`config.mk`:
```
export PLATFORM = sky130hd
export DESIGN_NAME = udp_network_management_fsm_core
export DESIGN_NICKNAME = d
export VERILOG_FILES = /design/src/rtl/unm_pkg.sv /design/src/rtl/unm_cfg.sv /design/src/rtl/unm_fsm.sv /design/src/rtl/unm_outq.sv /design/src/rtl/udp_network_management_fsm_core.sv
export VERILOG_INCLUDE_DIRS = /design/src /design/src/rtl
export SDC_FILE = /design/constraint.sdc
export NUM_CORES = 1
export LEC_CHECK = 0
export BUFFER_PORTS_ARGS = -buffer_cell sky130_fd_sc_hd__buf_2
export CORE_ASPECT_RATIO = 1.4
export CORE_MARGIN = 5
export CORE_UTILIZATION = 50
export CTS_BUF_LIST = sky130_fd_sc_hd__clkbuf_8
export DETAILED_ROUTE_END_ITERATION = 6
export HOLD_SLACK_MARGIN = 0.1
export PLACE_DENSITY = 0.8
export REMOVE_ABC_BUFFERS = 1
export SYNTH_ARGS = -nofsm -noshare
export SYNTH_HDL_FRONTEND = slang
export SYNTH_SLANG_ARGS = --single-unit
```
`constraint.sdc`:
```
create_clock -name clk_i -period 5.2 [get_ports clk_i]
set_input_delay 0.26 -clock clk_i [delete_from_list [all_inputs] [get_ports clk_i]]
set_output_delay 0.26 -clock clk_i [all_outputs]
set_load 0.02 [all_outputs]
```
`src/rtl/assert_macros.svh`:
```
`ifndef ASSERT_MACROS_SVH
`define ASSERT_MACROS_SVH

// concurrent check on clk_i, off while rst_ni is low
`define UNM_ASSERT(lbl, prop, msg) \
  lbl: assert property (@(posedge clk_i) disable iff (!rst_ni) prop) else $error(msg);

// concurrent check on clk_i that also holds through reset
`define UNM_ASSERT_ALWAYS(lbl, prop, msg) \
  lbl: assert property (@(posedge clk_i) prop) else $error(msg);

`endif

```
`src/rtl/unm_pkg.sv`:
```
package unm_pkg;

  localparam int unsigned TickW      = 16;
  localparam int unsigned CountW     = 8;
  localparam int unsigned CfgIdxW    = 3;
  localparam int unsigned CfgDataW   = 16;
  localparam int unsigned OpW        = 3;
  localparam int unsigned HandleW    = 8;
  localparam int unsigned CbvW       = 8;
  localparam int unsigned OutDepthDef = 4;

  localparam logic [CbvW-1:0] CBV_RMR   = 8'h01;
  localparam logic [CbvW-1:0] CBV_AWB   = 8'h10;
  localparam logic [CbvW-1:0] CBV_CLEAR = 8'h00;

  localparam logic [TickW-1:0]  RepeatTicksRst  = 16'd150;
  localparam logic [TickW-1:0]  TimeoutTicksRst = 16'd200;
  localparam logic [TickW-1:0]  WaitTicksRst    = 16'd200;
  localparam logic [TickW-1:0]  CycleTicksRst   = 16'd100;
  localparam logic [TickW-1:0]  FastTicksRst    = 16'd2;
  localparam logic [CountW-1:0] FastCountRst    = 8'd3;

  typedef enum logic [2:0] {
    ST_BUS_SLEEP   = 3'd0,
    ST_PREP_SLEEP  = 3'd1,
    ST_READY_SLEEP = 3'd2,
    ST_NORMAL      = 3'd3,
    ST_REPEAT      = 3'd4
  } nm_state_e;

  typedef enum logic [1:0] {
    MD_BUS_SLEEP  = 2'd0,
    MD_PREP_SLEEP = 2'd1,
    MD_NETWORK    = 2'd2
  } nm_mode_e;

  typedef enum logic [OpW-1:0] {
    OP_TICK       = 3'd0,
    OP_INIT       = 3'd1,
    OP_DEINIT     = 3'd2,
    OP_REQUEST    = 3'd3,
    OP_RELEASE    = 3'd4,
    OP_PASSIVE    = 3'd5,
    OP_RECEIVE    = 3'd6,
    OP_REPEAT_REQ = 3'd7
  } op_e;

  typedef enum logic [1:0] {
    STAT_OK          = 2'd0,
    STAT_NOT_INIT    = 2'd1,
    STAT_BAD_HANDLE  = 2'd2,
    STAT_NO_NODE_DET = 2'd3
  } status_e;

  typedef enum logic [CfgIdxW-1:0] {
    CFG_REPEAT_TICKS  = 3'd0,
    CFG_TIMEOUT_TICKS = 3'd1,
    CFG_WAIT_TICKS    = 3'd2,
    CFG_CYCLE_TICKS   = 3'd3,
    CFG_FAST_TICKS    = 3'd4,
    CFG_FAST_COUNT    = 3'd5
  } cfg_idx_e;

  typedef enum logic [2:0] {
    ENT_NONE,
    ENT_SLEEP,
    ENT_PREP,
    ENT_READY,
    ENT_NORMAL,
    ENT_REPEAT
  } entry_e;

  typedef struct packed {
    logic [TickW-1:0]  repeat_ticks;
    logic [TickW-1:0]  timeout_ticks;
    logic [TickW-1:0]  wait_ticks;
    logic [TickW-1:0]  cycle_ticks;
    logic [TickW-1:0]  fast_ticks;
    logic [CountW-1:0] fast_count;
  } cfg_t;

  typedef struct packed {
    nm_state_e       state;
    nm_mode_e        mode;
    logic            send;
    logic [CbvW-1:0] cbv;
    logic            reported;
    status_e         status;
    logic            last;
  } res_t;

  typedef struct packed {
    logic wr0;
    logic wr1;
    res_t res0;
    res_t res1;
  } push_t;

  function automatic nm_mode_e mode_of(nm_state_e s);
    nm_mode_e m;
    unique case (s)
      ST_BUS_SLEEP:  m = MD_BUS_SLEEP;
      ST_PREP_SLEEP: m = MD_PREP_SLEEP;
      default:       m = MD_NETWORK;
    endcase
    return m;
  endfunction

endpackage

```
`src/rtl/unm_cfg.sv`:
```
module unm_cfg (
  input  logic                          clk_i,
  input  logic                          rst_ni,
  input  logic                          cfg_we_i,
  input  logic [unm_pkg::CfgIdxW-1:0]   cfg_index_i,
  input  logic [unm_pkg::CfgDataW-1:0]  cfg_data_i,
  output unm_pkg::cfg_t                 cfg_o
);
  import unm_pkg::*;

  cfg_t cfg_q, cfg_d;

  always_comb begin
    cfg_d = cfg_q;
    if (cfg_we_i) begin
      unique case (cfg_idx_e'(cfg_index_i))
        CFG_REPEAT_TICKS:  cfg_d.repeat_ticks  = cfg_data_i[TickW-1:0];
        CFG_TIMEOUT_TICKS: cfg_d.timeout_ticks = cfg_data_i[TickW-1:0];
        CFG_WAIT_TICKS:    cfg_d.wait_ticks    = cfg_data_i[TickW-1:0];
        CFG_CYCLE_TICKS:   cfg_d.cycle_ticks   = cfg_data_i[TickW-1:0];
        CFG_FAST_TICKS:    cfg_d.fast_ticks    = cfg_data_i[TickW-1:0];
        CFG_FAST_COUNT:    cfg_d.fast_count    = cfg_data_i[CountW-1:0];
        default: ;
      endcase
    end
  end

  always_ff @(posedge clk_i or negedge rst_ni) begin
    if (!rst_ni) begin
      cfg_q.repeat_ticks  <= RepeatTicksRst;
      cfg_q.timeout_ticks <= TimeoutTicksRst;
      cfg_q.wait_ticks    <= WaitTicksRst;
      cfg_q.cycle_ticks   <= CycleTicksRst;
      cfg_q.fast_ticks    <= FastTicksRst;
      cfg_q.fast_count    <= FastCountRst;
    end else begin
      cfg_q <= cfg_d;
    end
  end

  assign cfg_o = cfg_q;

endmodule

```
`src/rtl/unm_fsm.sv`:
```
`include "assert_macros.svh"

module unm_fsm (
  input  logic                         clk_i,
  input  logic                         rst_ni,
  input  logic                         in_valid_i,
  output logic                         in_ready_o,
  input  logic [unm_pkg::OpW-1:0]      operation_i,
  input  logic [unm_pkg::HandleW-1:0]  network_handle_i,
  input  unm_pkg::cfg_t                cfg_i,
  input  logic                         space_i,
  output unm_pkg::push_t               push_o
);
  import unm_pkg::*;

  logic                item_vld_q, item_vld_d;
  op_e                 op_q;
  logic [HandleW-1:0]  hdl_q;
  logic                proc;

  logic                init_q, init_d;
  nm_state_e           state_q, state_d;
  logic                nreq_q, nreq_d;
  logic                pas_q, pas_d;
  logic                sen_q, sen_d;
  logic [TickW-1:0]    rc_q, rc_d;
  logic [TickW-1:0]    tc_q, tc_d;
  logic [TickW-1:0]    swc_q, swc_d;
  logic [TickW-1:0]    pc_q, pc_d;
  logic [CountW-1:0]   fl_q, fl_d;
  logic [CbvW-1:0]     cb_q, cb_d;

  entry_e              ent;
  logic                s0, s1;
  logic [CbvW-1:0]     b0, b1;
  logic [TickW-1:0]    period;
  status_e             status;
  logic                asleep;
  res_t                res0, res1;

  assign proc       = item_vld_q && space_i;
  assign in_ready_o = !item_vld_q || proc;
  assign item_vld_d = in_valid_i ? 1'b1 : (proc ? 1'b0 : item_vld_q);
  assign asleep     = (state_q == ST_BUS_SLEEP) || (state_q == ST_PREP_SLEEP);

  always_comb begin
    init_d  = init_q;
    state_d = state_q;
    nreq_d  = nreq_q;
    pas_d   = pas_q;
    sen_d   = sen_q;
    rc_d    = rc_q;
    tc_d    = tc_q;
    swc_d   = swc_q;
    pc_d    = pc_q;
    fl_d    = fl_q;
    cb_d    = cb_q;
    ent     = ENT_NONE;
    s0      = 1'b0;
    s1      = 1'b0;
    b0      = CBV_CLEAR;
    b1      = CBV_CLEAR;
    status  = STAT_OK;
    period  = (fl_q != '0) ? cfg_i.fast_ticks : cfg_i.cycle_ticks;

    // item-specific updates, at most one state entry results
    if (op_q == OP_TICK) begin
      if (init_q) begin
        case (state_q)
          ST_REPEAT: begin
            rc_d = rc_q + TickW'(1);
            tc_d = tc_q + TickW'(1);
            pc_d = pc_q + TickW'(1);
            if (pc_d >= period) begin
              if (sen_q && !pas_q) begin
                s0 = 1'b1;
                b0 = cb_q;
              end
              pc_d = '0;
              if (fl_q != '0) fl_d = fl_q - CountW'(1);
            end
            if (rc_d >= cfg_i.repeat_ticks) begin
              pas_d = 1'b0;
              ent   = nreq_q ? ENT_NORMAL : ENT_READY;
            end
          end
          ST_NORMAL, ST_READY_SLEEP: begin
            tc_d = tc_q + TickW'(1);
            pc_d = pc_q + TickW'(1);
            if (pc_d >= cfg_i.cycle_ticks) begin
              if (sen_q && !pas_q) begin
                s0 = 1'b1;
                b0 = cb_q;
              end
              pc_d = '0;
            end
            if (tc_d >= cfg_i.timeout_ticks) begin
              ent = (state_q == ST_NORMAL) ? ENT_REPEAT : ENT_PREP;
            end
          end
          ST_PREP_SLEEP: begin
            swc_d = swc_q + TickW'(1);
            if (swc_d >= cfg_i.wait_ticks) ent = ENT_SLEEP;
          end
          default: ;
        endcase
      end
    end else if (op_q == OP_INIT) begin
      nreq_d = 1'b0;
      pas_d  = 1'b0;
      tc_d   = '0;
      rc_d   = '0;
      swc_d  = '0;
      pc_d   = '0;
      fl_d   = '0;
      sen_d  = 1'b0;
      cb_d   = CBV_CLEAR;
      init_d = 1'b1;
      ent    = ENT_SLEEP;
    end else if (!init_q) begin
      status = STAT_NOT_INIT;
    end else if (op_q == OP_DEINIT) begin
      init_d = 1'b0;
      ent    = ENT_SLEEP;
    end else if (op_q == OP_RECEIVE) begin
      tc_d = '0;
      if (asleep) begin
        pas_d = 1'b1;
        ent   = ENT_REPEAT;
      end
    end else if (hdl_q != '0) begin
      status = STAT_BAD_HANDLE;
    end else if (op_q == OP_REQUEST) begin
      nreq_d = 1'b1;
      pas_d  = 1'b0;
      if (asleep) begin
        cb_d = cb_q | CBV_AWB;
        ent  = ENT_REPEAT;
      end else if (state_q == ST_READY_SLEEP) begin
        ent = ENT_NORMAL;
      end else begin
        tc_d = '0;
      end
    end else if (op_q == OP_RELEASE) begin
      nreq_d = 1'b0;
      if (state_q == ST_NORMAL) ent = ENT_READY;
    end else if (op_q == OP_PASSIVE) begin
      if (asleep) begin
        pas_d = 1'b1;
        ent   = ENT_REPEAT;
      end
    end else begin
      status = STAT_NO_NODE_DET;
    end

    // state entry
    case (ent)
      ENT_REPEAT: begin
        state_d = ST_REPEAT;
        rc_d    = '0;
        tc_d    = '0;
        pc_d    = '0;
        sen_d   = 1'b1;
        fl_d    = cfg_i.fast_count;
        cb_d    = cb_d | CBV_RMR;
        if (!pas_d) begin
          if (s0) begin
            s1 = 1'b1;
            b1 = cb_d;
          end else begin
            s0 = 1'b1;
            b0 = cb_d;
          end
        end
      end
      ENT_NORMAL: begin
        state_d = ST_NORMAL;
        tc_d    = '0;
        pc_d    = '0;
        fl_d    = '0;
        sen_d   = 1'b1;
        cb_d    = cb_d & ~CBV_RMR;
      end
      ENT_READY: begin
        state_d = ST_READY_SLEEP;
        tc_d    = '0;
        fl_d    = '0;
        sen_d   = 1'b1;
        cb_d    = cb_d & ~CBV_RMR;
      end
      ENT_PREP: begin
        state_d = ST_PREP_SLEEP;
        swc_d   = '0;
        sen_d   = 1'b0;
      end
      ENT_SLEEP: begin
        state_d = ST_BUS_SLEEP;
        sen_d   = 1'b0;
        cb_d    = CBV_CLEAR;
      end
      default: ;
    endcase
  end

  always_comb begin
    res0.state    = state_d;
    res0.mode     = mode_of(state_d);
    res0.send     = s0;
    res0.cbv      = b0;
    res0.reported = (ent != ENT_NONE);
    res0.status   = status;
    res0.last     = !s1;
    res1          = res0;
    res1.cbv      = b1;
    res1.last     = 1'b1;
  end

  assign push_o.wr0  = proc;
  assign push_o.wr1  = proc && s1;
  assign push_o.res0 = res0;
  assign push_o.res1 = res1;

  always_ff @(posedge clk_i or negedge rst_ni) begin
    if (!rst_ni) begin
      item_vld_q <= 1'b0;
      init_q     <= 1'b0;
      state_q    <= ST_BUS_SLEEP;
      nreq_q     <= 1'b0;
      pas_q      <= 1'b0;
      sen_q      <= 1'b0;
      rc_q       <= '0;
      tc_q       <= '0;
      swc_q      <= '0;
      pc_q       <= '0;
      fl_q       <= '0;
      cb_q       <= CBV_CLEAR;
    end else begin
      item_vld_q <= item_vld_d;
      if (proc) begin
        init_q  <= init_d;
        state_q <= state_d;
        nreq_q  <= nreq_d;
        pas_q   <= pas_d;
        sen_q   <= sen_d;
        rc_q    <= rc_d;
        tc_q    <= tc_d;
        swc_q   <= swc_d;
        pc_q    <= pc_d;
        fl_q    <= fl_d;
        cb_q    <= cb_d;
      end
    end
  end

  always_ff @(posedge clk_i) begin
    if (in_valid_i && in_ready_o) begin
      op_q  <= op_e'(operation_i);
      hdl_q <= network_handle_i;
    end
  end

  `UNM_ASSERT(a_second_send_needs_first, push_o.wr1 |-> (push_o.res0.send && push_o.res1.send), "second send without first")
  `UNM_ASSERT_ALWAYS(a_uninit_is_asleep, !init_q |-> (state_q == ST_BUS_SLEEP && cb_q == CBV_CLEAR), "uninitialized but awake")
  `UNM_ASSERT(a_send_status_ok, (push_o.wr0 && push_o.res0.send) |-> (push_o.res0.status == STAT_OK), "send with error status")
  `UNM_ASSERT(a_push_has_space, push_o.wr0 |-> space_i, "push without queue space")

endmodule

```
`src/rtl/unm_outq.sv`:
```
`include "assert_macros.svh"

module unm_outq #(
  parameter int unsigned Depth = unm_pkg::OutDepthDef
) (
  input  logic            clk_i,
  input  logic            rst_ni,
  input  unm_pkg::push_t  push_i,
  output logic            space_o,
  output logic            out_valid_o,
  input  logic            out_ready_i,
  output unm_pkg::res_t   out_res_o
);
  import unm_pkg::*;

  localparam int unsigned PtrW = (Depth > 1) ? $clog2(Depth) : 1;
  localparam int unsigned CntW = $clog2(Depth + 1);

  res_t            mem_q [Depth];
  logic [PtrW-1:0] wr_q, wr_d, wr_nx;
  logic [PtrW-1:0] rd_q, rd_d;
  logic [CntW-1:0] count_q, count_d;
  logic            pop;

  function automatic logic [PtrW-1:0] ptr_inc(logic [PtrW-1:0] p);
    logic [PtrW-1:0] n;
    n = (p == PtrW'(Depth - 1)) ? '0 : p + PtrW'(1);
    return n;
  endfunction

  assign pop         = out_valid_o && out_ready_i;
  assign out_valid_o = (count_q != '0);
  assign out_res_o   = mem_q[rd_q];
  assign space_o     = (count_q <= CntW'(Depth - 2));
  assign wr_nx       = ptr_inc(wr_q);

  always_comb begin
    wr_d = wr_q;
    if (push_i.wr1) begin
      wr_d = ptr_inc(wr_nx);
    end else if (push_i.wr0) begin
      wr_d = wr_nx;
    end
    rd_d    = pop ? ptr_inc(rd_q) : rd_q;
    count_d = count_q + CntW'(push_i.wr0) + CntW'(push_i.wr1) - CntW'(pop);
  end

  always_ff @(posedge clk_i or negedge rst_ni) begin
    if (!rst_ni) begin
      wr_q    <= '0;
      rd_q    <= '0;
      count_q <= '0;
    end else begin
      wr_q    <= wr_d;
      rd_q    <= rd_d;
      count_q <= count_d;
    end
  end

  always_ff @(posedge clk_i) begin
    if (push_i.wr0) mem_q[wr_q] <= push_i.res0;
    if (push_i.wr1) mem_q[wr_nx] <= push_i.res1;
  end

  `UNM_ASSERT(a_count_bounded, count_q <= CntW'(Depth), "result queue count out of range")
  `UNM_ASSERT(a_pair_fits, push_i.wr1 |-> (count_q <= CntW'(Depth - 2)), "result pair overflows queue")
  `UNM_ASSERT(a_single_push_count, (push_i.wr0 && !push_i.wr1 && !pop) |=> (count_q == $past(count_q) + 1'b1), "queue count slip")

endmodule

```
`src/rtl/udp_network_management_fsm_core.sv`:
```
// One-channel UDP network-management state machine (bus sleep, prepare bus sleep,
// ready sleep, normal operation, repeat message). An accepted beat is held in an
// input register, resolved by combinational next-state logic that updates the
// timers and control bit vector, and its one or two results are written into a
// small result queue (OutDepth entries, at least 2). One item is taken per cycle
// as long as the queue has room for two results; the output side drains one
// result per cycle while out_ready_i is high; an item with two sends gives two
// results. The first result is valid once its beat is written into the queue.
// Six configuration registers are written through cfg_we_i / cfg_index_i /
// cfg_data_i and must only be changed while the block is idle; indexes 6 and 7
// are ignored.
module udp_network_management_fsm_core #(
  parameter int unsigned OutDepth = unm_pkg::OutDepthDef
) (
  input  logic                         clk_i,
  input  logic                         rst_ni,
  input  logic                         cfg_we_i,
  input  logic [unm_pkg::CfgIdxW-1:0]  cfg_index_i,
  input  logic [unm_pkg::CfgDataW-1:0] cfg_data_i,
  input  logic                         in_valid_i,
  output logic                         in_ready_o,
  input  logic [unm_pkg::OpW-1:0]      operation_i,
  input  logic [unm_pkg::HandleW-1:0]  network_handle_i,
  output logic                         out_valid_o,
  input  logic                         out_ready_i,
  output logic [2:0]                   nm_state_o,
  output logic [1:0]                   nm_mode_o,
  output logic                         send_message_o,
  output logic [unm_pkg::CbvW-1:0]     control_vector_o,
  output logic                         mode_reported_o,
  output logic [1:0]                   status_o,
  output logic                         last_o
);
  import unm_pkg::*;

  cfg_t  cfg;
  push_t push;
  logic  space;
  res_t  out_res;

  unm_cfg u_cfg (
    .clk_i       (clk_i),
    .rst_ni      (rst_ni),
    .cfg_we_i    (cfg_we_i),
    .cfg_index_i (cfg_index_i),
    .cfg_data_i  (cfg_data_i),
    .cfg_o       (cfg)
  );

  unm_fsm u_fsm (
    .clk_i            (clk_i),
    .rst_ni           (rst_ni),
    .in_valid_i       (in_valid_i),
    .in_ready_o       (in_ready_o),
    .operation_i      (operation_i),
    .network_handle_i (network_handle_i),
    .cfg_i            (cfg),
    .space_i          (space),
    .push_o           (push)
  );

  unm_outq #(
    .Depth (OutDepth)
  ) u_outq (
    .clk_i       (clk_i),
    .rst_ni      (rst_ni),
    .push_i      (push),
    .space_o     (space),
    .out_valid_o (out_valid_o),
    .out_ready_i (out_ready_i),
    .out_res_o   (out_res)
  );

  assign nm_state_o       = out_res.state;
  assign nm_mode_o        = out_res.mode;
  assign send_message_o   = out_res.send;
  assign control_vector_o = out_res.cbv;
  assign mode_reported_o  = out_res.reported;
  assign status_o         = out_res.status;
  assign last_o           = out_res.last;

endmodule

```
* Word level (Yosys, flattened, before mapping)
Memories as Yosys holds them, arrays and structs flattened.
Index checks and enable logic that the tools add are counted.
** Operators by class
- Add/sub/neg operators :: 11
- Order comparisons :: 6
- Eq/ne operators :: 45
- Mux-type cells :: 135
- Bitwise gates (word level) :: 1
- Reductions and logical operators :: 51
** Operators with widths (count)
- two-way mux 16 bit :: 27
- two-way mux 8 bit :: 19
- greater-or-equal comparator 16 bit :: 5
- adder 16 x 1 -> 16 bit, second input constant :: 4
- two-way mux 3 bit :: 17
- two-way mux 1 bit :: 42
- case mux 16 bit (2 select lines) :: 1
- case mux 8 bit (2 select lines) :: 2
- two-way mux 2 bit :: 15
- two-way mux 5 bit :: 6
- equality test 3 x 2 -> 1 bit, second input constant :: 8
- equality test 3 bit, second input constant :: 8
- case mux 8 bit (3 select lines) :: 1
- nonzero test 3 bit :: 8
- inequality test 4 bit, second input constant :: 5
- nonzero test 8 bit :: 2
- equality test 3 x 1 -> 1 bit, second input constant :: 5
- inequality test 3 x 2 -> 1 bit, second input constant :: 5
- case mux 3 bit (5 select lines) :: 1
- AND reduction 2 bit :: 7
- logical NOT 3 bit :: 4
- AND reduction 4 bit :: 3
- inequality test 5 x 2 -> 1 bit, second input constant :: 2
- inequality test 3 bit, second input constant :: 3
- other kinds (26) :: 49
** Storage, ports and cells
- Bits in registers :: 194
- Bits in writable memories :: 72
- Bits of input ports :: 35
- Output and inout bits :: 20
- Word-level logic and storage cells :: 274
- Memories kept :: 1
** Memory list
- u_outq.mem_q :: words 4, width 18, read ports 1, clocked after memory_dff 0, write ports 2, line unm_outq.sv:19 : res_t mem_q [Depth];

* Logic depth before layout (Yosys ltp)
Gate-level depths: netlist of run 1.
- Depth in word-level cells :: 17
- Depth in mapped cells :: 25
- Depth with buffers taken out :: 21

* Cells and area by module
Synthesis of run 1 repeated with hierarchy kept, for this count alone.
** Unflattened totals
- Cell total of the unflattened synthesis :: 1397
- Area, all modules :: 15876.5 µm²
** Modules (own cells, without submodules)
- unm_fsm :: times used 1, cells each 981, area an instance 8303.0 µm², seq. area each 2532.4 µm²
- unm_outq :: times used 1, cells each 225, area an instance 4186.5 µm², seq. area each 2337.2 µm²
- unm_cfg :: times used 1, cells each 191, area an instance 3387.0 µm², seq. area each 2222.1 µm²

* Worst setup path after synthesis of run 1
OpenSTA, ideal clock, no wires.
- Path type :: reg2reg
- From :: register u_fsm.rc_q[0]
- To :: register u_outq.count_q[2]
- Setup time :: 0.123 ns
- Arrival time :: 5.467 ns
- Required time :: 5.077 ns
- Slack :: -0.390 ns
- Stages on the path, launching flop included :: 26
- Buffers on the path :: 4
- Clock period less this slack :: 5.590 ns
- Cell sequence :: dfrtp_1 > ha_1 > nand3_1 > nor2_1 > and3_1 > and3_1 > clkbuf_1 > nand3_1 > xnor2_1 > ha_1 > nand4_1 > nor3_1 > or4b_4 > and3_1 > o221a_4 > nor4b_2 > buf_4 > and2_4 > buf_6 > buf_6 > nand2_1 > ha_1 > inv_1 > fa_1 > fa_1 > xnor2_1
** On the way
- Word-level cells in the longest chain between the ends :: 11
- Elaborated cells between the ends (all ways) :: 16
- Classes of those cells :: add/sub: 3; order compare: 1; eq/ne: 1; mux: 10; reduce/logical: 1
** Ends and longest elaborated chain
- start, declared :: line unm_fsm.sv:26 : logic [TickW-1:0] rc_q, rc_d;
- start signal, assigned :: line unm_fsm.sv:245 : rc_q <= rc_d;
- adder 16 x 1 -> 16 bit * :: line unm_fsm.sv:71 : rc_d = rc_q + TickW'(1);
- greater-or-equal comparator 16 bit * :: line unm_fsm.sv:82 : if (rc_d >= cfg_i.repeat_ticks) begin
- two-way mux 3 bit / two-way mux 1 bit (equally long branches) :: line unm_fsm.sv:82
- case mux 3 bit (3 select lines) / two-way mux 1 bit (equally long branches) :: line unm_fsm.sv:69 : case (state_q)
- two-way mux 3 bit / two-way mux 1 bit (equally long branches) :: line unm_fsm.sv:68 : if (init_q) begin
- two-way mux 3 bit / two-way mux 1 bit (equally long branches) :: line unm_fsm.sv:67 : if (op_q == OP_TICK) begin
- equality test 3 bit / two-way mux 1 bit (equally long branches) :: line unm_fsm.sv:157, unm_fsm.sv:166
- two-way mux 1 bit * :: line unm_fsm.sv:157 : case (ent)
- logical AND 1 bit * :: line unm_fsm.sv:219 : assign push_o.wr1 = proc && s1;
- adder 3 x 1 -> 3 bit * :: line unm_outq.sv:45 : count_d = count_q + CntW'(push_i.wr0) + CntW'(push_i.wr1) - CntW'(pop);
- subtractor 3 x 1 -> 3 bit * :: line unm_outq.sv:45
- via u_outq.count_d[2] :: line unm_outq.sv:22 : logic [CntW-1:0] count_q, count_d;
- end signal, assigned :: line unm_outq.sv:56 : count_q <= count_d;
- end, declared :: line unm_outq.sv:22
The timed path passes the listed nets; every way through them passes the cells marked *.
A chain may end at the register's enable or synchronous reset.

* Worst setup path after layout of run 1
- From :: register u_fsm.swc_q[0]
- To :: register u_fsm.rc_q[2]
** On the way
- Word-level cells in the longest chain between the ends :: 9
- Elaborated cells between the ends (all ways) :: 12
- Classes of those cells :: add/sub: 1; order compare: 1; eq/ne: 3; mux: 5; reduce/logical: 2
** Ends and longest elaborated chain
- start, declared :: line unm_fsm.sv:28 : logic [TickW-1:0] swc_q, swc_d;
- start signal, assigned :: line unm_fsm.sv:247 : swc_q <= swc_d;
- adder 16 x 1 -> 16 bit * :: line unm_fsm.sv:102 : swc_d = swc_q + TickW'(1);
- greater-or-equal comparator 16 bit * :: line unm_fsm.sv:103 : if (swc_d >= cfg_i.wait_ticks) ent = ENT_SLEEP;
- two-way mux 1 bit * :: line unm_fsm.sv:103
- case mux 3 bit (3 select lines) * :: line unm_fsm.sv:69
- two-way mux 3 bit * :: line unm_fsm.sv:68
- two-way mux 3 bit * :: line unm_fsm.sv:67
- equality test 3 bit * :: line unm_fsm.sv:157
- inequality test 3 x 2 -> 1 bit (no line), or another cell as far along
- AND reduction 4 bit (no line)
Every way passes the cells marked *; elsewhere a longest branch is shown, timed or not.

==> results of run 1 <==
## registers in the layout, indices dropped and copies added (netlist names)
signal,cells
u_fsm.pc_q,16
u_outq.rd_q,2
u_fsm.swc_q,16
u_fsm.sen_q,1
u_fsm.item_vld_q,1
u_cfg.cfg_o,88
u_fsm.fl_q,8
u_fsm.init_q,1
u_fsm.cb_q,8
u_fsm.state_q,3
u_fsm.hdl_q,8
u_fsm.op_q,3
u_fsm.tc_q,16
u_outq.mem_q,72
u_outq.wr_q,2
u_fsm.rc_q,16
u_fsm.pas_q,1
u_fsm.nreq_q,1
u_outq.count_q,3
## layout by cell type (no fill, tap or decap), types with 45 or more instances in the layout
cell type / n
clkbuf_8: 50
edfxtp_1: 79
ha_1: 92
buf_2: 53
nand2_1: 143
buf_4: 45
mux2_2: 46
o21ai_0: 140
nor2_1: 128
inv_1: 98
dfrtp_1: 166
a21oi_1: 65
## metrics by stage
stage	utilization (%)	hold slack (ns)	worst slack (ns)	power [W]	instance area (sq um)
after floorplan	-	-0.0356	-0.431	0.00452	14600
after global placement	53.6	0.348	0.116	0.00530	15700
after detailed placement	53.6	0.358	-0.00466	0.00540	15700
after CTS	57.4	0.162	0.0211	0.00717	16800
after global routing	57.7	0.181	-0.188	0.00761	16900
final	57.7	0.213	0.0593	0.00716	16900
## cell usage after synthesis (4+ instances only)
library cell,instances,area [sq um]
nand2b_1,25,156
or2_2,4,25.0
o21ai_1,9,45.0
nor2_1,130,488
mux2i_1,6,60.1
a21o_1,10,75.1
xor2_1,30,263
dfxtp_1,4,80.1
edfxtp_1,79,2370
buf_2,6,30.0
nor4_1,5,31.3
a31oi_1,15,93.8
o21ai_0,141,706
nand3_1,39,195
mux2_2,46,518
and2_1,4,25.0
buf_1,5,18.8
a22oi_1,11,82.6
nand2_1,143,537
o21bai_1,8,60.1
o31ai_1,6,45.0
mux4_2,18,405
inv_1,83,312
a211oi_1,13,97.6
o2bb2ai_1,4,35.0
a22o_1,29,254
nor3_1,17,85.1
dfstp_2,16,420
ha_1,93,1160
nor3b_1,5,37.5
nand4_1,13,81.3
dfrtp_1,167,4180
nor2b_1,27,169
clkbuf_1,48,180
and3_1,27,169
a21oi_1,65,325
or3_1,5,31.3
xnor2_1,26,228
## logic make-up after synthesis
group	share of synthesized area (%)
adders and majority gates	8.12
buffers and inverters	3.85
xor gates and xnor gates	3.31
AOI/OAI and AO/OA	15.9
muxes	6.64
and+or+nand+nor	14.5
DFF	47.6
## power by group through the flow
stage | Combinational (W) | Clock (W) | Sequential, W
2_1_floorplan | 0.00168 | 0 | 0.00285
3_3_place_gp | 0.00242 | 0 | 0.00288
3_5_place_dp | 0.00250 | 0 | 0.00290
4_1_cts | 0.00253 | 0.00178 | 0.00287
5_1_grt | 0.00281 | 0.00188 | 0.00292
6_report | 0.00254 | 0.00175 | 0.00287
## metal layers
layer	global-route usage (%)	vias up	routed length (um)
met4	8.22	0	1220
met1	25.7	5559	14000
met2	37.8	361	17900
met5	0	-	0
met3	3.03	106	1690
li1	-	5429	-
## what timing repair did
item | in CTS | in global routing
gates resized for setup | 1 | 16
setup buffers | 0 | 1
endpoints found under the hold margin | 147 | 0
hold buffers | 29 | 0
pin swaps | 0 | 5
setup endpoints to repair | 1 | 103
## worst min path at each step
stage,endpoint,cells past startpoint,slack (ns)
6_report,u_cfg.cfg_o[0],2,0.21
5_1_grt,u_cfg.cfg_o[0],2,0.18
4_1_cts,u_cfg.cfg_o[0],2,0.16
3_5_place_dp,u_outq.rd_q[1],1,0.36
3_3_place_gp,u_fsm.item_vld_q,1,0.35
2_1_floorplan,u_cfg.cfg_o[10],0,-0.04
## layout make-up
class                   instances  area (sq um)  area share, %
diodes                          1          2.50         0.0148
flip-flops and latches        266          7050           41.8
clock inverters                26           141          0.838
repair buffers                129           925           5.48
multi-input cells            1037          7280           43.1
well taps                     380           475           2.82
clock buffers                  50           688           4.08
inverters                      83           312           1.85
## worst reg2reg max path: cells and delay by family (launching register included)
family | cells | cell delay (ns)
and+or+nand+nor | 7 | 2.22
AOI/OAI and AO/OA | 6 | 1.15
adders and majority gates | 2 | 0.56
buffers and inverters | 2 | 0.45
DFF | 1 | 0.43
xor gates and xnor gates | 1 | 0.19
==> metrics.yaml, run 1 <==
run_status:
  status: "complete, no violations"
clock_network:
  root_buffer: "clkbuf_8"
  clock-sinks: 266
  htreeDepth: 2
  cts.clk_slew.worst_paths_ns: 0.06
  cts_buffers: 42
  clk_latency_ns: 0.57
  clockBufferDepth: 3
  cts_tree: "yes"
critical_path:
  startpoint: "u_fsm.swc_q[0]"
  critPathCaptureType: "flip-flop"
  cp_max_fo: 16
  crit_family: "simple AND/OR/NAND/NOR gates"
  crit_chain: "ha_1 > nand3_1 > nor2_1 > and3_1 > nand3_1 > xnor2_1 > ha_1 > nand4_1 > nor4_1 > a32oi_1 > a22oi_1 > o31ai_2 > buf_4 > nor2_1 > o21ai_1 > buf_4 > o21ai_0 > o21ai_0"
  r2r_cells: 18
  criticalPathCategory: "reg -> reg"
  r2r_start: "u_fsm.swc_q[0]"
  endpoint: "u_fsm.rc_q[2]"
  rrSetupSlack_ns: 0.06
  worstPathRequired_ns: 5.60
  cp-start-kind: "flip-flop"
  critPathMaxStageDelay_ns: 0.84
  worstPathArrival_ns: 5.54
  r2r_end: "u_fsm.rc_q[2]"
  path_depth: 18
  worst-path-buf-inv: 2
  cp_slowest_cell: "nor2_1"
global_routing:
  antenna_found_initial: 1
  grt_start_max_net_pins: 100
  grt_pass1_wl_um: 57300
  grt_remaining_overflow: 0
  first_global_vias: 11600
  grt_use_total_pct: 21.1
routing:
  wl_per_cell_um: 17.7
  drtIter0Drc: 881
  viasPerCell: 5.81
  wl_um: 34800
  ant_nets: 0
  vias: 11500
  drc_errors: 0
  drtPass1Iterations: 6
yosys:
  synth.ff_latch_count: 266
  netlist_instances: 1448
  yosysWarnings: 0
  avgSynthCellArea_sq_um: 10.2
  yosys.cell_types.count: 81
  async_reset_ff_share_pct: 68.8
  synth_edf_count: 79
  synth_flop_cell: "dfrtp_1"
  ys_seq_area_share_pct: 47.6
  syn_area_sq_um: 14800
timing:
  setup_viol: 0
  slew-limit-headroom_pct: 20.4
  final.period_utilization_pct: 98.9
  tns_ns: 0
  slew_violations: 0
  fin_skew_ns: 0.0348
  max_clock_freq_mhz: 195
  hold_violations: 0
  tightestPinTransition_ns: 1.19
  layout_min_cycle_time_ns: 5.14
  rsz0062_at_grt: "yes"
placed_design:
  port_buffers: 54
  hpwl_um: 24100
  place_congestion: 0.916
  dp_cells: 1865
die:
  start_util_pct: 50.6
  num_io_pins: 55
  core_sq_um: 29300
  dieHeight_um: 214
  die_x_um: 155
  fp-row-count: 74
  die_area_sq_um: 33200
final_layout:
  nNetsFinal: 1689
  final.fill_count: 2506
  final_cells: 1972
  syn2layout_area_growth_pct: 13.9
  layout-drive-gt1-share_pct: 17.5
worst_hold_path:
  hp-class: "in -> reg"
  hold_start: "cfg_data_i[0]"
power:
  ir_drop_uv: 295
  p_int_w: 0.00449
  clkPwrFrac_pct: 24.4
  switching_share_pct: 37.2
  power_frac_comb_pct: 35.5
  p_leak_nw: 7.35
  power_frac_seq_pct: 40.1
  p_switching_w: 0.00266
  power.density_nw_per_um2: 424
run:
  maxCapViolations: 0
No activity file was read; power rests on OpenSTA's default activity.
==> inputs of run 2 (changes only) <==
Settings changed: PLACE_DENSITY 0.8 to 0.78.
Clock period 5.2 ns to 5.53 ns, I/O delays scaled along.
==> run 2 against run 1 <==
  * Sequential power decreased by 6%
  * Setup slack gained 0.14 ns
  * Core utilization shrank 0.15 points
  * Via count shrank 0.31%
  * First-iteration DRC count up 5.8%
  * Flip-flop and latch count is the same
  * Final cell count is 0.56% lower
  * Total power is 5.3% lower
  * Clock power is 2% lower
  * Die area stayed put
  * Critical path type unchanged
  * Largest cell class unchanged
==> metrics.yaml, run 2 (synthesis gave the netlist of run 1 again) <==
routing:
  ant_nets: 0
  wl_per_cell_um: 17.8
  viasPerCell: 5.82
  drtPass1Iterations: 6
  drc_errors: 0
  drtIter0Drc: 932
  vias: 11400
  wl_um: 34900
timing:
  setup_slack_ns: 0.199
  slew-limit-headroom_pct: 22.6
  slew_violations: 0
  hold_violations: 0
  tightestPinTransition_ns: 1.15
  fin_skew_ns: 0.0243
  layout_min_cycle_time_ns: 5.33
  setup_viol: 0
  final.period_utilization_pct: 96.4
  max_clock_freq_mhz: 188
global_routing:
  grt_pass1_wl_um: 58000
  grt_use_total_pct: 21.2
  grt_remaining_overflow: 0
  grt_start_max_net_pins: 72
  antenna_found_initial: 0
  first_global_vias: 11800
clock_network:
  cts_tree: "yes"
  clockBufferDepth: 3
  htreeDepth: 2
  root_buffer: "clkbuf_8"
  clk_latency_ns: 0.55
  cts_buffers: 43
  cts.clk_slew.worst_paths_ns: 0.06
  clock-sinks: 266
critical_path:
  r2r_cells: 21
  r2r_end: "u_outq.count_q[2]"
  critPathCaptureType: "flip-flop"
  r2r_start: "u_fsm.rc_q[0]"
  cp-start-kind: "flip-flop"
  worstPathRequired_ns: 5.96
  endpoint: "u_outq.count_q[2]"
  rrSetupSlack_ns: 0.20
  worstPathArrival_ns: 5.76
  startpoint: "u_fsm.rc_q[0]"
  cp_max_fo: 6
  criticalPathCategory: "reg -> reg"
final_layout:
  layout-drive-gt1-share_pct: 17.3
  num_antenna_cells: 0
  largest_reg_flops: 88
  nNetsFinal: 1678
  syn2layout_area_growth_pct: 13.6
  final_common_cell: "dfrtp_1"
  final_cell_mix: "dfrtp_1, nand2_1, o21ai_0"
power:
  power.density_nw_per_um2: 403
  power_frac_seq_pct: 40.0
  switching_share_pct: 36.8
  power_frac_comb_pct: 34.9
  p_int_w: 0.00428
  p_switching_w: 0.00250
  clkPwrFrac_pct: 25.2
  p_leak_nw: 7.30
  power_w: 0.00677
  ir_drop_uv: 265
die:
  start_util_pct: 50.6
  core_sq_um: 29300
  die_area_sq_um: 33200
  die_x_um: 155
  fp-row-count: 74
  dieHeight_um: 214
  num_io_pins: 55
worst_hold_path:
  hold_start: "out_ready_i"
  hp-class: "in -> reg"
run:
  maxCapViolations: 0
run_status:
  status: "complete, no violations"
placed_design:
  place_congestion: 0.926
  port_buffers: 54
  place_ws_ns: 0.0444
  hpwl_um: 24300
-- run 2: cell types whose count changed in the layout (fill, tap and decap cells not counted), moves of 3 or more --
cell      delta
buf_4       -10
clkinv_1     +3
and3_1       -3
clkinv_2     -3
-- run 2: routing by layer --
| metal | wire length, um | vias up | track usage [%] | share of wire (%) |
|---|---|---|---|---|
| met2 | 17800 | 391 | 38.0 | 51 |
| met3 | 1750 | 105 | 2.56 | 5.0 |
| li1 | - | 5405 | - | - |
| met1 | 14000 | 5519 | 26.2 | 40 |
| met4 | 1330 | 0 | 8.37 | 3.8 |
| met5 | 0 | - | 0 | 0 |
-- run 2: worst min-delay path by stage --
stage | endpoint | slack [ns] | depth (start not counted)
3_5_place_dp | u_outq.rd_q[0] | 0.33 | 1
3_3_place_gp | u_fsm.item_vld_q | 0.34 | 1
5_1_grt | u_outq.rd_q[0] | 0.17 | 3
6_report | u_outq.rd_q[0] | 0.14 | 3
4_1_cts | u_outq.rd_q[0] | 0.13 | 3
2_1_floorplan | u_cfg.cfg_o[10] | -0.02 | 0
-- run 2: critical path: stages, from the launching register on --
cell and delay (ns):
dfrtp_2 0.41, ha_2 0.23, nand3_1 0.13, nor2_2 0.15
and3_4 0.22, and3_4 0.22, nand3_1 0.10, xnor2_1 0.19
ha_1 0.32, nand4_1 0.16, nor3_2 0.19, or4b_4 0.53
and3_2 0.25, o221a_4 0.26, nor4b_4 0.31, and2_4 0.19
nand2_1 0.08, ha_1 0.33, inv_1 0.05, fa_1 0.37
fa_1 0.39, xnor2_1 0.13
-- run 2: repair_timing --
action / CTS / global route
gates cloned: 0 / 0
gates resized for setup: 1 / 23
pin swaps: 1 / 3
hold buffers: 28 / 0
setup buffers: 0 / 3
hold endpoints to repair: 121 / 0
endpoints found under the setup margin: 1 / 103
-- run 2: power groups by stage --
stage	registers (W)	clock network [W]	logic, W
floorplan	0.00268	0	0.00158
finish	0.00271	0.00171	0.00236
detailed placement	0.00274	0	0.00232
CTS	0.00270	0.00174	0.00234
global placement	0.00271	0	0.00223
global route	0.00276	0.00184	0.00261
-- run 2: layout make-up --
class / instances / area (sq um)
tap: 380 / 475
inverter: 83 / 312
clock inverter: 26 / 156
sequential: 266 / 7060
multi-input combinational: 1037 / 7300
clock buffer: 52 / 716
timing repair buffer: 117 / 820
fill: 2460 / 12400
-- run 2: stage by stage --
step	utilization, %	instance area [sq um]	cells	hold slack, ns	setup TNS, ns
4_1_cts	57.2	16700	1958	0.134	0
5_1_grt	57.5	16800	1961	0.167	-0.471
6_report	57.5	16800	1961	0.139	0
3_5_place_dp	53.2	15600	1852	0.335	0
3_3_place_gp	53.2	15600	1852	0.336	0
2_1_floorplan	-	14600	1386	-0.0191	-0.131
==> inputs of run 3 (changes only) <==
==> constraint.sdc (replaced) <==
create_clock -name clk_i -period 5.53 [get_ports clk_i]
set_input_delay 1.659 -clock clk_i [delete_from_list [all_inputs] [get_ports clk_i]]
set_output_delay 1.659 -clock clk_i [all_outputs]
set_load 0.02 [all_outputs]
==> run 3 against run 2 <==
  * Clock-buffer cell count fell by 4
  * Core utilization fell by 1.3 points
  * Total power fell by 2.1%
  * Clock skew fell by 0.0022 ns
  * Largest power group unchanged
==> metrics.yaml, run 3 (synthesis gave the netlist of run 1 again) <==
run_status:
  status: "complete, no violations"
timing:
  max_clock_freq_mhz: 189
  setup_slack_ns: 0.226
  fin_skew_ns: 0.0222
  tightestPinTransition_ns: 1.08
  layout_min_cycle_time_ns: 5.30
  final.period_utilization_pct: 95.9
  hold_violations: 0
  slew-limit-headroom_pct: 27.3
  whs_ns: 0.460
  rsz0062_at_grt: "yes"
  setup_viol: 0
  slew_violations: 0
power:
  p_switching_w: 0.00246
  ir_drop_uv: 229
  power_frac_seq_pct: 40.7
  switching_share_pct: 37.1
  p_leak_nw: 7.14
  power.density_nw_per_um2: 403
  power_frac_comb_pct: 35.2
  power_w: 0.00664
  p_int_w: 0.00417
  clkPwrFrac_pct: 24.1
critical_path:
  cp_slowest_cell: "or4b_4"
  crit_chain: "ha_2 > nand3_1 > nor2_2 > and3_4 > and3_2 > nand3_1 > xnor2_1 > ha_1 > nand4_1 > nor3_2 > or4b_4 > and3_1 > o221a_4 > nor4b_4 > and2_4 > nand2_1 > ha_1 > inv_1 > fa_1 > fa_1 > xnor2_1"
  cp-start-kind: "flip-flop"
  path_depth: 21
  r2r_cells: 21
  worstPathArrival_ns: 5.74
  worst-path-buf-inv: 1
  crit_family: "simple AND/OR/NAND/NOR gates"
  critPathMaxStageDelay_ns: 0.53
  criticalPathCategory: "reg -> reg"
  critPathCaptureType: "flip-flop"
  cp_max_fo: 6
  worstPathRequired_ns: 5.96
final_layout:
  final_cells: 1930
  multi_input_area_sq_um: 7250
  final_common_cell: "dfrtp_1"
  regArea_sq_um: 7050
  syn2layout_area_growth_pct: 11.0
  final.fill_count: 2462
  nNetsFinal: 1648
  design_area_sq_um: 16400
  final_cell_mix: "dfrtp_1, nand2_1, o21ai_0"
  num_antenna_cells: 0
  layout-drive-gt1-share_pct: 17.0
  largest_reg_flops: 88
global_routing:
  grt_pass1_wl_um: 55400
  grt_start_max_net_pins: 92
  antenna_found_initial: 0
  grt_remaining_overflow: 0
  first_global_vias: 11100
  grt_use_total_pct: 20.4
routing:
  drtPass1Iterations: 5
  drtIter0Drc: 926
  drc_errors: 0
  wl_per_cell_um: 17.5
  viasPerCell: 5.86
  ant_nets: 0
  vias: 11300
  wl_um: 33700
die:
  dieHeight_um: 214
  die_area_sq_um: 33200
  die_x_um: 155
  num_io_pins: 55
  fp-row-count: 74
  start_util_pct: 50.6
  core_sq_um: 29300
worst_hold_path:
  hp-class: "reg -> reg"
  hold_depth: 2
placed_design:
  place_ws_ns: 0.0764
  dpl_cell_area_sq_um: 15600
  port_buffers: 54
  hpwl_um: 24000
  place_congestion: 0.921
  dp_cells: 1853
clock_network:
  cts_buffers: 42
  cts_tree: "yes"
  clk_latency_ns: 0.55
  cts.clk_slew.worst_paths_ns: 0.06
  root_buffer: "clkbuf_8"
  clock-sinks: 266
  clockBufferDepth: 3
  htreeDepth: 2
run:
  maxCapViolations: 0
[run 3: final cells by class]
type	count	share of cell area (%)
Clock buffer	48	4.02
Timing Repair Buffer	88	3.31
Tap cell	380	2.89
Clock inverter	28	0.890
Multi-Input combinational cell	1037	44.1
Inverter	83	1.92
Sequential cell	266	42.9
[run 3: repair_timing]
item / in CTS / in global routing
buffers inserted: 0 / 1
resized for setup: 0 / 13
hold buffers: 0 / 0
endpoints found under the setup margin: 0 / 104
[run 3: worst min-delay path, delay by kind of cell (launching register included)]
kind / cells / cell delay [ns]
AO/OA/AOI/OAI: 1 / 0.05
flip-flops: 1 / 0.31
AND/OR/NAND/NOR: 1 / 0.05
[run 3: stage by stage]
step / TNS (ns) / utilization [%]
2_1_floorplan: -0.131 / -
3_3_place_gp: 0 / 53.2
3_5_place_dp: 0 / 53.2
4_1_cts: 0 / 56.0
5_1_grt: -0.0403 / 56.2
6_report: 0 / 56.2
[run 3: power by group through the flow]
stage	combinational (W)	sequential (W)	clock, W
floorplan	0.00158	0.00268	0
global placement	0.00223	0.00271	0
detailed placement	0.00231	0.00274	0
CTS	0.00232	0.00270	0.00164
global route	0.00260	0.00274	0.00174
finish	0.00233	0.00270	0.00160
[run 3: final timing paths]
path                                     from                  to  slack [ns]
setup / recovery                u_fsm.rc_q[0]   u_outq.count_q[2]        0.23
hold / removal             u_outq.mem_q[2][0]  u_outq.mem_q[2][0]        0.46
setup reg to reg                u_fsm.rc_q[0]   u_outq.count_q[2]        0.23
hold reg to reg            u_outq.mem_q[2][0]  u_outq.mem_q[2][0]        0.46
max in group asynchronous              rst_ni     u_cfg.cfg_o[79]        3.25
min in group asynchronous              rst_ni      u_fsm.swc_q[3]        1.19
[run 3: layer usage]
layer	track usage, %	vias to the layer above	part of all wire, %
met5	0	-	0
met4	7.97	0	3.5
met3	2.87	88	5.1
met2	36.0	359	51
met1	25.4	5523	41
li1	-	5343	-
